### config.mk
export PLATFORM = sky130hd
export DESIGN_NAME = kli_regs
export DESIGN_NICKNAME = d
export VERILOG_FILES = /design/src/sv/assert_macros.svh /design/src/sv/kli_pkg.sv /design/src/sv/kli_regs.sv
export SDC_FILE = /design/constraint.sdc
export NUM_CORES = 1
export LEC_CHECK = 0
export ABC_AREA = 1
export BUFFER_PORTS_ARGS = -buffer_cell sky130_fd_sc_hd__buf_2
export CORE_MARGIN = 5
export CORE_UTILIZATION = 30
export CTS_BUF_LIST = sky130_fd_sc_hd__clkbuf_2
export CTS_CLUSTER_DIAMETER = 150
export CTS_CLUSTER_SIZE = 28
export DETAILED_ROUTE_END_ITERATION = 10
export SLEW_MARGIN = 10
export SYNTH_ARGS = -nofsm -noshare
export SYNTH_HDL_FRONTEND = slang
export SYNTH_SLANG_ARGS = --single-unit
### constraint.sdc
create_clock -name clk -period 0.95 [get_ports clk]
set_input_delay 0.095 -clock clk [delete_from_list [all_inputs] [get_ports clk]]
set_output_delay 0.095 -clock clk [all_outputs]
set_load 0.05 [all_outputs]
### src/sv/assert_macros.svh
// Assertion macros used by the top level of the keyframe interpolator.
// Included by bare name; no other file is needed.
`ifndef ASSERT_MACROS_SVH
`define ASSERT_MACROS_SVH

`ifndef SYNTH

// Antecedent and consequent checked in the same cycle.
`define KLI_ASSERT_IMPL(lbl, clk_s, rst_s, pre, post, msg) \
    lbl: assert property (@(posedge clk_s) disable iff (!rst_s) (pre) |-> (post)) \
        else $error(msg);

// Consequent checked in the cycle after the antecedent.
`define KLI_ASSERT_NEXT(lbl, clk_s, rst_s, pre, post, msg) \
    lbl: assert property (@(posedge clk_s) disable iff (!rst_s) (pre) |=> (post)) \
        else $error(msg);

`else

`define KLI_ASSERT_IMPL(lbl, clk_s, rst_s, pre, post, msg)
`define KLI_ASSERT_NEXT(lbl, clk_s, rst_s, pre, post, msg)

`endif

`endif

### src/sv/kli_pkg.sv
// Shared types and constants of the keyframe linear interpolator.
// No dependencies; every other file of the block but assert_macros.svh uses it.
package kli_pkg;

    localparam int VAL_W   = 32;
    localparam int TIME_W  = 16;
    localparam int LANES   = 4;
    localparam int LANE_W  = 2;
    localparam int FRAC_W  = 17;
    localparam int VIEW_W  = 34;
    localparam int ADDR_W  = 4;
    localparam int DATA_W  = 32;
    localparam int DIV_STEPS = 32;
    localparam int DIV_CNT_W = 6;

    localparam logic [FRAC_W-1:0] FRAC_ONE = 17'h10000;

    localparam logic REQ_WRITE = 1'b0;
    localparam logic REQ_QUERY = 1'b1;

    localparam logic [1:0] REG_BEGIN_FRAME     = 2'd0;
    localparam logic [1:0] REG_COMPONENT_COUNT = 2'd1;
    localparam logic [1:0] REG_KEYFRAME_COUNT  = 2'd2;

    typedef enum logic [1:0] {
        ST_INTERP     = 2'd0,
        ST_HELD_FIRST = 2'd1,
        ST_HELD_LAST  = 2'd2,
        ST_EMPTY      = 2'd3
    } status_t;

    typedef enum logic [3:0] {
        S_IDLE,
        S_SCAN,
        S_RD_A,
        S_RD_B,
        S_CAP_B,
        S_DIV,
        S_MUL,
        S_ADD,
        S_OUT
    } state_t;

    typedef struct packed {
        logic [15:0] begin_frame;
        logic [2:0]  component_count;
        logic [6:0]  keyframe_count;
    } cfg_t;

    typedef struct packed {
        logic               req_type;
        logic [5:0]         entry_index;
        logic [15:0]        entry_time;
        logic signed [31:0] comp0;
        logic signed [31:0] comp1;
        logic signed [31:0] comp2;
        logic signed [31:0] comp3;
        logic [31:0]        current_frame;
        logic [31:0]        query_time;
    } req_t;

    // Commands from the controller to the datapath.
    typedef struct packed {
        logic wr;
        logic start;
        logic scan;
        logic rd_b;
        logic cap_b;
        logic mul;
        logic add;
        logic out_load;
    } cmd_t;

    // Status from the datapath to the controller.
    typedef struct packed {
        logic empty;
        logic hit;
        logic last;
        logic interp;
        logic div_busy;
        logic comp_last;
        logic out_free;
    } sts_t;

endpackage

### src/sv/kli_regs.sv
// APB-style configuration registers of the keyframe interpolator.
// Depends on kli_pkg for the register indexes and the cfg_t type.
module kli_regs (
    input  logic                         clk,
    input  logic                         rst_n,
    input  logic                         psel,
    input  logic                         penable,
    input  logic                         pwrite,
    input  logic [kli_pkg::ADDR_W-1:0]   paddr,
    input  logic [kli_pkg::DATA_W-1:0]   pwdata,
    output logic [kli_pkg::DATA_W-1:0]   prdata,
    output logic                         pready,
    output kli_pkg::cfg_t                cfg
);

    logic [15:0] begin_frame_reg;
    logic [2:0]  component_count_reg;
    logic [6:0]  keyframe_count_reg;
    logic        wr_en;
    logic [1:0]  reg_idx;

    assign pready  = 1'b1;
    assign wr_en   = psel && penable && pwrite && pready;
    assign reg_idx = paddr[3:2];

    always_ff @(posedge clk or negedge rst_n)
    begin
        if (!rst_n)
        begin
            begin_frame_reg     <= 16'd0;
            component_count_reg <= 3'd1;
            keyframe_count_reg  <= 7'd0;
        end
        else if (wr_en)
        begin
            unique case (reg_idx)
                kli_pkg::REG_BEGIN_FRAME:     begin_frame_reg     <= pwdata[15:0];
                kli_pkg::REG_COMPONENT_COUNT: component_count_reg <= pwdata[2:0];
                kli_pkg::REG_KEYFRAME_COUNT:  keyframe_count_reg  <= pwdata[6:0];
                default:                      ;
            endcase
        end
    end

    always_comb
    begin
        unique case (reg_idx)
            kli_pkg::REG_BEGIN_FRAME:     prdata = {16'd0, begin_frame_reg};
            kli_pkg::REG_COMPONENT_COUNT: prdata = {29'd0, component_count_reg};
            kli_pkg::REG_KEYFRAME_COUNT:  prdata = {25'd0, keyframe_count_reg};
            default:                      prdata = '0;
        endcase
    end

    assign cfg.begin_frame     = begin_frame_reg;
    assign cfg.component_count = component_count_reg;
    assign cfg.keyframe_count  = keyframe_count_reg;

endmodule

After elaboration in Yosys (flattened, before gate mapping)
Cells that the tools add are included.
- flip-flop bits (word level): 26
- input bits: 41
- logic and storage cells: 12
- equality and inequality tests: 2
- multiplexer cells: 1
- reduce and logical (&&, ||, !) cells: 6
- operator list (operator ; number):
    case mux 16 bit (3 select lines) ; 1
    AND reduction 2 bit ; 3
    equality test 2 x 1 -> 1 bit (second input constant) ; 1
    equality test 2 bit (second input constant) ; 1
    logical AND 1 bit ; 2
    zero test 2 bit ; 1

Longest topological paths before layout
- depth after elaboration: 3
- mapped depth: 6
- depth with buffers taken out: 6

Worst setup path after synthesis
OpenSTA, ideal clock, no wires.
- kind: register to output
- from: reg begin_frame_reg[10]
- to: out prdata[10] (netlist name)
- arrival time: 1.372 ns
- required time: 0.855 ns
- path slack: -0.517 ns
- stages on the path, launching flop included: 3
- path buffers: 0
- path through: dfrtp_1 inv_1 nor2_1
- word-level cells in the longest chain between the ends: 1
- ends and longest elaborated chain (element ; RTL line ; RTL):
    start: declaration ; kli_regs.sv:16 ; logic [15:0] begin_frame_reg;
    start signal: assignment ; kli_regs.sv:37 ; kli_pkg::REG_BEGIN_FRAME: begin_frame_reg <= pwdata[15:0];
    case mux 16 bit (3 select lines) ; kli_regs.sv:47 ; unique case (reg_idx)
    end: declaration ; kli_regs.sv:11 ; output logic [kli_pkg::DATA_W-1:0] prdata,
Every way passes these cells.

Worst setup path after layout
- from: reg component_count_reg[0]
- to: out prdata[0] (netlist name)
- word-level cells in the longest chain between the ends: 1
- ends and longest elaborated chain (element ; RTL line ; RTL):
    start: declaration ; kli_regs.sv:17 ; logic [2:0] component_count_reg;
    start signal: assignment ; kli_regs.sv:38 ; kli_pkg::REG_COMPONENT_COUNT: component_count_reg <= pwdata[2:0];
    case mux 16 bit (3 select lines) ; kli_regs.sv:47 ;
Every way passes these cells.

==> run summary <==
In this run the mean area of a mapped cell was 7.629 um^2. The sequential-to-total area share from yosys stat was 46.19%; the count of TritonRoute iterations in the first routing pass was 6. The tools report the H-tree level count as 1. The area of the mapped netlist came out at 0.001411 mm^2. The critical path is of the reg2out type. Clock share of power: 8.7%.

The clock net in this run drives a total of 26 sinks. The run gives 1.20 ns as the worst path arrival time. Global routing used 13.69% of the available tracks across all layers. The gate count after technology mapping was 185; the floorplan die height was 78.59 um.

The kind of capture point of the worst setup path is a primary output. The final-layout fill cell count was 441; the internal portion of total power was 0.002579 W. Final weighted congestion in routability-driven placement: 0.8172.

For this run, the post-layout net count is 329. The total net switching power was 0.002332 W. Along the worst path, the maximum fanout reaches 2. Type of the tightest min-delay check: in2async. The floorplan has 25 rows.

Setup repair after global routing could not meet its margin everywhere. Category of the worst setup path launch point: a register. The initial utilization of the core area, before any placement, comes to 30.49%. Combinational logic burns 58.4% of the power. In the final routed layout, each cell accounts on average for 12.32 um.

The tools report the aggregate negative setup slack as -8.234 ns. Dividing the final minimum period by the clock period gives 136.2%. The checks that failed: negative setup slack. The tools report the part of the power in registers as 32.9%. Of the total power, the share spent switching nets is 47.48%.

The count of distinct cell types in the synthesized netlist was 17. Relative to the synthesized area, the layout overhead comes to 82.98%. Clock-pin slew was measured on the worst setup and hold paths at 0.23 ns. The run gives 42 as the setup-violating endpoint count in the final report. After the first detailed-routing iteration, the DRC count stood at 44. At the placement stage, the worst setup path has a slack of -0.1226 ns. For the overall overflow remaining after global route, the log shows 0. Final hold analysis gives a worst-case slack of 0.1130 ns.

In the final layout, the share of cells above drive strength 1 is 57.84%. The flow ran to the end, but the final reports show violations. In this run the deepest clock path goes through 2 buffers. The final hold violation count was 0. TritonCTS built the clock tree. The largest single stage delay on the critical path is 0.59 ns.

In this run the count of I/O pins placed on the die edge is 100. The die span in x was 78.59 um. The number of synthesized register bits is 26. After detailed routing, the number of remaining DRC violations is 0. Between clock sinks in the finished design, the worst skew comes to 0 ns. The critical path goes through nand2_2, nand3_4, buf_8. The start point of the critical path is component_count_reg[0]$_DFFE_PN1P_. The worst-case IR drop observed on VDD is 0.9425 mV. After legalization and detailed placement, the total HPWL measured 3.047 mm. Entering global routing, the biggest net connects 16 pins.

The tools report the total CTS buffers as 3. The via count of the first global-routing pass came out at 1362. Summed over all cells, the static leakage comes to 1.338 nW. After layout, the minimum clock period comes to 1.294 ns. For the worst-case setup margin in the final layout, the log shows -0.3441 ns. In this run, synthesis inferred 0 flip-flops with an integrated enable. The startpoint identified for the worst register-to-register timing path is component_count_reg[0]$_DFFE_PN1P_.

The number of antenna violations at the first check in global routing was 0. Buffer cell driving the clock tree root: sky130_fd_sc_hd__clkbuf_2. On the critical path, the stage with the largest delay is an instance of sky130_fd_sc_hd__dfstp_2. The total of warnings raised by yosys is 0. After detailed routing, the total wire length is 4.200 mm. Standard cell core area: 0.004629 mm^2. For this design the ratio of total power to cell area is 1902 mW/mm^2. The number of antenna diodes in the final layout is 0. In this run the remaining antenna-violating nets after routing total 0.

After detailed routing, the number of vias per cell comes to 4.094. The number of port buffers was 64; the number of flip-flops in the largest register was 16. For this run, asynchronously set or reset flops after synthesis account for 100.0%. The tools report the routed via count as 1396. The first global-routing pass estimated 6.672 mm of wire. The die covers 0.006176 mm^2. For the number of max-cap violations, the log shows 0. The max-slew violation count is 0.

The tools report the timing-limited maximum frequency as 772.7 MHz. In the synthesized netlist the dominant register cell turns out to be sky130_fd_sc_hd__dfrtp_1. For the worst setup path, the data required time is 0.85 ns. Clock latency on the worst-skew pair: 0.34 ns.
per-layer routing:
metal,track usage (%),part of all wire [%],wire length (um)
met5,0,0,0
met4,4.196,0.86,36
met3,2.179,4.4,183
met2,24.28,54,2257
met1,16.89,41,1724
power by group through the flow:
| stage | sequential [W] | combinational [W] | clock, W |
|---|---|---|---|
| finish | 0.00161 | 0.00287 | 0.000428 |
| global route | 0.00165 | 0.00301 | 0.000512 |
| CTS | 0.00162 | 0.00262 | 0.000455 |
| detailed placement | 0.00160 | 0.00208 | 0 |
| global placement | 0.00160 | 0.00206 | 0 |
| floorplan | 0.00238 | 0.000849 | 0 |
through the flow:
step / instances / util (%) / instance area (um^2) / power, W
floorplan: 200 / - / 1617 / 0.003233
global placement: 309 / 41.89 / 1939 / 0.003664
detailed placement: 309 / 41.89 / 1939 / 0.003680
CTS: 334 / 52.95 / 2451 / 0.004704
global route: 341 / 55.78 / 2582 / 0.005164
finish: 341 / 55.78 / 2582 / 0.004911
cells in the mapped netlist, types with 2 or more instances:
master                    number  area share [%]
sky130_fd_sc_hd__inv_1        11             2.9
sky130_fd_sc_hd__nor2_4        2             1.6
sky130_fd_sc_hd__buf_4        17             9.0
sky130_fd_sc_hd__dfrtp_1      25              44
sky130_fd_sc_hd__conb_1        2            0.53
sky130_fd_sc_hd__nand2_1      93              25
sky130_fd_sc_hd__nand3_1       3             1.1
sky130_fd_sc_hd__nor2_1       10             2.7
sky130_fd_sc_hd__nand2_2      12             5.3
sky130_fd_sc_hd__inv_2         3            0.80
worst max-delay path, delay by kind of cell, from the launching register on:
kind	cells	cell delay [ns]
buffers and inverters	1	0.14
DFF	1	0.59
and+or+nand+nor	2	0.14
final timing paths:
path / endpoint / slack [ns] / depth (start not counted)
hold reg to reg: begin_frame_reg[1]$_DFFE_PN0P_ / 0.55 / 2
setup reg to reg: component_count_reg[0]$_DFFE_PN1P_ / 0.12 / 3
min in group clk: component_count_reg[0]$_DFFE_PN1P_ / 0.18 / 5
max in group asynchronous: keyframe_count_reg[3]$_DFFE_PN0P_ / 0.34 / 3
hold / removal: keyframe_count_reg[5]$_DFFE_PN0P_ / 0.11 / 2
setup / recovery: prdata[0] / -0.34 / 3
cell type report:
type	count	area, um^2	area share [%]
clock buffer	4	20.02	0.7752
inverter	14	52.55	2.035
multi-input combinational	141	738.2	28.59
sequential	26	683.2	26.45
tap	54	67.56	2.616
timing repair buffer	102	1021	39.53
cell usage in the layout, fill, tap and decap left out, drive strengths merged:
| cell | n |
|---|---|
| nor2 | 14 |
| nand2 | 106 |
| dfrtp | 25 |
| dfstp | 1 |
| dlygate4sd3 | 17 |
| buf | 85 |
| nand3 | 4 |
| clkbuf | 4 |
| conb | 17 |
| inv | 14 |
what timing repair did:
item | in CTS | in global routing
hold endpoints to repair | 52 | 0
buffers inserted | 4 | 7
endpoints found under the setup margin | 42 | 42
resized for setup | 93 | 23
pin swaps | 3 | 0
hold buffers | 17 | 0
cell families (layout without fill, tap and decap cells):
logic type	count (synthesis)	count (layout)	share of synthesized area, %
simple gates	124	124	38.74
buf+inv	33	120	14.54
flops	26	26	46.19
other cells	2	17	0.5321
(Power assumes the default switching activity.)
