`src/sv/assert_macros.svh`:
```
// Assertion macros used by the top level of the keyframe interpolator.
// Included by bare name; no other file is needed.
`ifndef ASSERT_MACROS_SVH
`define ASSERT_MACROS_SVH

`ifndef SYNTH

// Antecedent and consequent checked in the same cycle.
`define KLI_ASSERT_IMPL(lbl, clk_s, rst_s, pre, post, msg) \
    lbl: assert property (@(posedge clk_s) disable iff (!rst_s) (pre) |-> (post)) \
        else $error(msg);

// Consequent checked in the cycle after the antecedent.
`define KLI_ASSERT_NEXT(lbl, clk_s, rst_s, pre, post, msg) \
    lbl: assert property (@(posedge clk_s) disable iff (!rst_s) (pre) |=> (post)) \
        else $error(msg);

`else

`define KLI_ASSERT_IMPL(lbl, clk_s, rst_s, pre, post, msg)
`define KLI_ASSERT_NEXT(lbl, clk_s, rst_s, pre, post, msg)

`endif

`endif

```
`src/sv/kli_pkg.sv`:
```
// Shared types and constants of the keyframe linear interpolator.
// No dependencies; every other file of the block but assert_macros.svh uses it.
package kli_pkg;

    localparam int VAL_W   = 32;
    localparam int TIME_W  = 16;
    localparam int LANES   = 4;
    localparam int LANE_W  = 2;
    localparam int FRAC_W  = 17;
    localparam int VIEW_W  = 34;
    localparam int ADDR_W  = 4;
    localparam int DATA_W  = 32;
    localparam int DIV_STEPS = 32;
    localparam int DIV_CNT_W = 6;

    localparam logic [FRAC_W-1:0] FRAC_ONE = 17'h10000;

    localparam logic REQ_WRITE = 1'b0;
    localparam logic REQ_QUERY = 1'b1;

    localparam logic [1:0] REG_BEGIN_FRAME     = 2'd0;
    localparam logic [1:0] REG_COMPONENT_COUNT = 2'd1;
    localparam logic [1:0] REG_KEYFRAME_COUNT  = 2'd2;

    typedef enum logic [1:0] {
        ST_INTERP     = 2'd0,
        ST_HELD_FIRST = 2'd1,
        ST_HELD_LAST  = 2'd2,
        ST_EMPTY      = 2'd3
    } status_t;

    typedef enum logic [3:0] {
        S_IDLE,
        S_SCAN,
        S_RD_A,
        S_RD_B,
        S_CAP_B,
        S_DIV,
        S_MUL,
        S_ADD,
        S_OUT
    } state_t;

    typedef struct packed {
        logic [15:0] begin_frame;
        logic [2:0]  component_count;
        logic [6:0]  keyframe_count;
    } cfg_t;

    typedef struct packed {
        logic               req_type;
        logic [5:0]         entry_index;
        logic [15:0]        entry_time;
        logic signed [31:0] comp0;
        logic signed [31:0] comp1;
        logic signed [31:0] comp2;
        logic signed [31:0] comp3;
        logic [31:0]        current_frame;
        logic [31:0]        query_time;
    } req_t;

    // Commands from the controller to the datapath.
    typedef struct packed {
        logic wr;
        logic start;
        logic scan;
        logic rd_b;
        logic cap_b;
        logic mul;
        logic add;
        logic out_load;
    } cmd_t;

    // Status from the datapath to the controller.
    typedef struct packed {
        logic empty;
        logic hit;
        logic last;
        logic interp;
        logic div_busy;
        logic comp_last;
        logic out_free;
    } sts_t;

endpackage

```
`src/sv/kli_ctrl.sv`:
```
// Control state machine of the keyframe interpolator: scan, fetch, divide,
// per-component lerp and result hand-off. Depends on kli_pkg.
module kli_ctrl (
    input  logic          clk,
    input  logic          rst_n,
    input  logic          req_valid,
    input  logic          req_type,
    output logic          req_ready,
    input  kli_pkg::sts_t sts,
    output kli_pkg::cmd_t cmd
);

    kli_pkg::state_t state_reg;
    kli_pkg::state_t state_next;
    logic            take;

    assign take = req_valid && (state_reg == kli_pkg::S_IDLE);

    always_ff @(posedge clk or negedge rst_n)
    begin
        if (!rst_n)
            state_reg <= kli_pkg::S_IDLE;
        else
            state_reg <= state_next;
    end

    always_comb
    begin
        state_next = state_reg;
        unique case (state_reg)
            kli_pkg::S_IDLE:
            begin
                if (take && (req_type == kli_pkg::REQ_QUERY))
                    state_next = sts.empty ? kli_pkg::S_OUT : kli_pkg::S_SCAN;
            end
            kli_pkg::S_SCAN:
            begin
                if (sts.hit || sts.last)
                    state_next = kli_pkg::S_RD_A;
            end
            kli_pkg::S_RD_A:  state_next = kli_pkg::S_RD_B;
            kli_pkg::S_RD_B:  state_next = kli_pkg::S_CAP_B;
            kli_pkg::S_CAP_B: state_next = sts.interp ? kli_pkg::S_DIV : kli_pkg::S_MUL;
            kli_pkg::S_DIV:
            begin
                if (!sts.div_busy)
                    state_next = kli_pkg::S_MUL;
            end
            kli_pkg::S_MUL:   state_next = kli_pkg::S_ADD;
            kli_pkg::S_ADD:   state_next = sts.comp_last ? kli_pkg::S_OUT : kli_pkg::S_MUL;
            kli_pkg::S_OUT:
            begin
                if (sts.out_free)
                    state_next = kli_pkg::S_IDLE;
            end
            default:          state_next = kli_pkg::S_IDLE;
        endcase
    end

    always_comb
    begin
        cmd       = '0;
        req_ready = 1'b0;
        unique case (state_reg)
            kli_pkg::S_IDLE:
            begin
                req_ready = 1'b1;
                cmd.wr    = take && (req_type == kli_pkg::REQ_WRITE);
                cmd.start = take && (req_type == kli_pkg::REQ_QUERY);
            end
            kli_pkg::S_SCAN:  cmd.scan     = 1'b1;
            kli_pkg::S_RD_A:  ;
            kli_pkg::S_RD_B:  cmd.rd_b     = 1'b1;
            kli_pkg::S_CAP_B: cmd.cap_b    = 1'b1;
            kli_pkg::S_DIV:   ;
            kli_pkg::S_MUL:   cmd.mul      = 1'b1;
            kli_pkg::S_ADD:   cmd.add      = 1'b1;
            kli_pkg::S_OUT:   cmd.out_load = sts.out_free;
            default:          ;
        endcase
    end

endmodule

```
`config.mk`:
```
export PLATFORM = sky130hd
export DESIGN_NAME = kli_ctrl
export DESIGN_NICKNAME = d
export VERILOG_FILES = /design/src/sv/assert_macros.svh /design/src/sv/kli_pkg.sv /design/src/sv/kli_ctrl.sv
export SDC_FILE = /design/constraint.sdc
export NUM_CORES = 1
export LEC_CHECK = 0
export BUFFER_PORTS_ARGS = -buffer_cell sky130_fd_sc_hd__buf_2
export CORE_AREA = 2 2 39 41
export CTS_CLUSTER_DIAMETER = 150
export DETAILED_ROUTE_END_ITERATION = 10
export DIE_AREA = 0 0 41 43
export HOLD_SLACK_MARGIN = 0.1
export PLACE_DENSITY = 0.55
export SKIP_LAST_GASP = 1
export SLEW_MARGIN = 20
export SYNTH_ARGS = -nofsm -noshare
export SYNTH_HDL_FRONTEND = slang
export SYNTH_SLANG_ARGS = --single-unit
```
`constraint.sdc`:
```
create_clock -name clk -period 1.8 [get_ports clk]
set_input_delay 0.36 -clock clk [delete_from_list [all_inputs] [get_ports clk]]
set_output_delay 0.36 -clock clk [all_outputs]
set_load 0.03 [all_outputs]
```
# Word-level counts from Yosys, hierarchy flattened
# Index checks and enable logic that the tools add are counted.
[classes] multipliers=0 shift=0 bitwise_logic=1 muxes=16 div=0 add_sub_neg=0 n_lt_le_gt_ge=0 n_reduce_logical=6 n_eq_ne=12
[ops] cell="$pmux 4 s9" count=1
[ops] cell="$mux 4" count=6
[ops] cell="$eq 4x3->1 const B" count=4
[ops] cell="$eq 4x2->1 const B" count=2
[ops] cell="$mux 1" count=7
[ops] cell="$ne 2x2->1 const B" count=3
[ops] cell="$eq 4x1->1 const B" count=1
[ops] cell="$eq 4x4->1 const B" count=1
[ops] cell="$logic_not 4->1" count=1
[ops] cell="$mux 2" count=2
[ops] cell="$reduce_and 4->1" count=1
[ops] cell="$logic_and 1x1->1" count=3
[ops] cell="$ne 2x1->1 const B" count=1
[ops] cell="$logic_or 1x1->1" count=1
[ops] cell="$not 1->1" count=1
[totals] reg_bits=4 out_inout_bits=9 ramBits=0 mem_count=0 word_cells=36 latchBits=0 input_bits=11 rom_bits=0

# Logic depth before layout (Yosys ltp)
[logic_depth] depth_word=5 mapped_depth=5 ltp_nobuf=4

# Worst setup path after synthesis
# Ideal clock, no wire load.
[synth_path] kind="register to output" from="reg state_reg[1]" to="out cmd[7] (netlist name)" required_ns=1.440 arrival_time_ns=1.582 setup_slack_ns=-0.142 path_buffers=1 stages_incl_launch_ff=5 cell_sequence="dfrtp_1 -> buf_6 -> nor4_4 -> nand2_1 -> nor2_1"
[synth_rtl] item="from (decl)" line_no="kli_ctrl.sv:13" rtl="kli_pkg::state_t state_reg;"
[synth_rtl] item="from (signal assigned)" line_no="kli_ctrl.sv:22" rtl="state_reg <= kli_pkg::S_IDLE;"
[synth_rtl] item="from (signal assigned)" line_no="kli_ctrl.sv:24" rtl="state_reg <= state_next;"
[synth_rtl] item="to (decl)" line_no="kli_ctrl.sv:10" rtl="output kli_pkg::cmd_t cmd"

==> results.sh <==
export IMPL_synth_edf_count=0
export IMPL_core_region_area_sq_um=1384
export IMPL_die_h_um=43
export IMPL_crit_family="simple AND/OR/NAND/NOR gates"
export IMPL_clockBufferDepth=2
export IMPL_cpMaxStageDelayCell="dfrtp_2"
export IMPL_fmax_ghz=0.5822
export IMPL_die_w_um=41
export IMPL_ant_nets=0
export IMPL_worstSetupStartpointType="flop"
export IMPL_crit_path_cell_trace="nor4_4 -> nand2_1 -> nor2_4 -> buf_4"
export IMPL_grt_pass1_wl_mm=1.428
export IMPL_gr_total_overflow=0
export IMPL_worst_pin_slew_ns=0.2396
export IMPL_rows=14
export IMPL_cts_root_buf="clkbuf_4"
export IMPL_clock_latency_ns=0.23
export IMPL_setup_ws_ns=0.08242
export IMPL_crit_required_ns=1.44
export IMPL_yosys_register_bits=4
export IMPL_grt_pass1_vias=364
export IMPL_start_util_pct=28.39
export IMPL_setup_violations_final=0
export IMPL_finalWeightedCongestion=0.8112
export IMPL_power_w=0.001172
export IMPL_ir_drop_uv=497.3
export IMPL_wl_per_cell_um=10.71
export IMPL_largest_reg_flops=4
export IMPL_port_buffers=19
export IMPL_num_vias=427
export IMPL_synth_net_count=55
export IMPL_die_area_sq_um=1763
export IMPL_critPathKind="reg2out"
export IMPL_outcome="finished clean"
export IMPL_diodes=0
export IMPL_firstDrtPassIters=3
export IMPL_syn_inst=44
export IMPL_r2r_start="state_reg[0]$_DFFE_PN0P_"
export IMPL_critPathLaunch="state_reg[0]$_DFFE_PN0P_"
export IMPL_hold_path_class="in2async"
export IMPL_post_dp_hpwl_um=691.2
export IMPL_nets=88
export IMPL_clock_sinks=4
export IMPL_ys_types=29
export IMPL_async_flop_share_pct=100.0
export IMPL_cp_num_buf_inv=1
export IMPL_rrSetupSlack_ns=0.43
export IMPL_synth_yosys_seq_area_share_pct=25.48
export IMPL_cts_buffers=3
export IMPL_arrival_ns=1.36
export IMPL_synth_top_cell_area_share_pct=25.48
export IMPL_drc=0
export IMPL_grt_start_max_net_pins=10
export IMPL_syn_avg_cell_area_sq_um=8.929
export IMPL_finalMaxSlewViolations=0
export IMPL_hold_viol=0
export IMPL_endpoint_kind="primary output"
export IMPL_yosysTopAreaCell="dfrtp_1"
export IMPL_ys_warn_count=0
export IMPL_postLayoutCoreUtil_pct=45.03
export IMPL_place_ws_ns=0.1537
export IMPL_netlist_top_cells_area="dfrtp_1 25%, nor4b_4 6.1%, buf_6 5.7%, nor4_4 5.4%, nor2_1 4.8%"
export IMPL_period_share_pct=95.42
export IMPL_ctsHtreeMaxLevel=1
export IMPL_vias_per_cell=4.692
export IMPL_drtIter0Drc=9
export IMPL_globalRouteTotalUtil_pct=12.36
export IMPL_max_stage_delay_ns=0.45
export IMPL_maxSlewHeadroom_pct=83.91
export IMPL_path_clk_slew_ns=0.04
export IMPL_finClkSkew_ns=0.004024
export IMPL_antenna_found_initial=0
export IMPL_syn_to_final_growth_pct=58.60
export IMPL_rsz0062_at_grt="yes"
export IMPL_cellPowerDensity_nw_per_um2=1880
export IMPL_io_pins=20
export IMPL_drv_cap=0
export IMPL_layout_drive_gt1_share_pct=66.67
export IMPL_synth_main_ff_cell="dfrtp_1"
export IMPL_cp_max_fo=6
export IMPL_wirelength_um=975
export IMPL_cts_tree="yes"
export IMPL_netlist_area_sq_um=392.9
export IMPL_period_needed_ns=1.718
export IMPL_leakage_nw=0.3025
==> path summary, 6_finish.rpt <==
| check | endpoint | cells after the start |
|---|---|---|
| worst min register to register | state_reg[2]$_DFFE_PN0P_ | 2 |
| max in group asynchronous | state_reg[3]$_DFFE_PN0P_ | 2 |
| worst min-delay path | state_reg[0]$_DFFE_PN0P_ | 2 |
| worst max-delay path | cmd[7] | 4 |
| worst max register to register | state_reg[0]$_DFFE_PN0P_ | 6 |
| min in group clk | state_reg[3]$_DFFE_PN0P_ | 3 |
==> metal layers <==
metal	up-vias	global-route usage, %	share of wire [%]
met5	-	0	0
li1	216	-	-
met4	0	12.00	0
met2	9	19.38	57
met3	0	0	3.7
met1	202	13.87	40
==> per-stage QoR <==
step                      hold WS [ns]  setup TNS (ns)  instances  cell area (sq um)
final                           0.4605               0         91              623.1
after global routing            0.4738        -0.05010         91              623.1
after CTS                       0.4502               0         85              571.8
after detailed placement        0.1673               0         80              521.8
after global placement          0.1664               0         80              521.8
after floorplan                0.06441        -0.03185         44              406.6
==> cell families after synthesis <==
| kind of cell | count (synthesis) | synth area share [%] |
|---|---|---|
| muxes | 1 | 2.548 |
| and+or+nand+nor | 26 | 47.14 |
| AOI/OAI and AO/OA | 7 | 14.33 |
| buffers and inverters | 6 | 10.51 |
| DFF | 4 | 25.48 |
==> synthesized netlist by cell type, types with 2 or more instances <==
master / number
nor3_1: 3
nand2_1: 4
buf_6: 2
a21oi_1: 2
dfrtp_1: 4
nor2_1: 5
inv_1: 2
==> cell type report <==
| class | instances | area, sq um |
|---|---|---|
| Fill cell | 141 | 760.7 |
| Multi-Input combinational cell | 34 | 271.5 |
| Timing Repair Buffer | 31 | 192.7 |
| Sequential cell | 4 | 105.1 |
| Clock buffer | 3 | 22.52 |
| Tap cell | 16 | 20.02 |
| Inverter | 3 | 11.26 |
==> timing repair <==
action                     in CTS  in global routing
resized for setup               4                  5
hold buffers                    1                  0
buffers inserted                1                  6
pin swaps                       1                  2
hold endpoints to repair        4                  0
setup endpoints to repair       3                  5
==> layout by cell type, fill, tap and decap left out, drive strengths merged, types with 2 or more instances in the layout <==
cell type / count
a21oi: 2
buf: 30
clkbuf: 3
dfrtp: 4
inv: 3
nand2: 5
nand2b: 2
nor2: 5
nor3: 4
nor4: 2
nor4b: 2
==> power by group <==
group / leakage (nW) / internal [W] / switching, W / total [W]
Clock: 0.0138 / 0.0000745 / 0.0000350 / 0.000109
Combinational: 0.244 / 0.000388 / 0.000407 / 0.000796
Sequential: 0.0444 / 0.000149 / 0.000118 / 0.000266
Total: 0.302 / 0.000611 / 0.000560 / 0.00117
No activity file was read; power rests on OpenSTA's default activity.
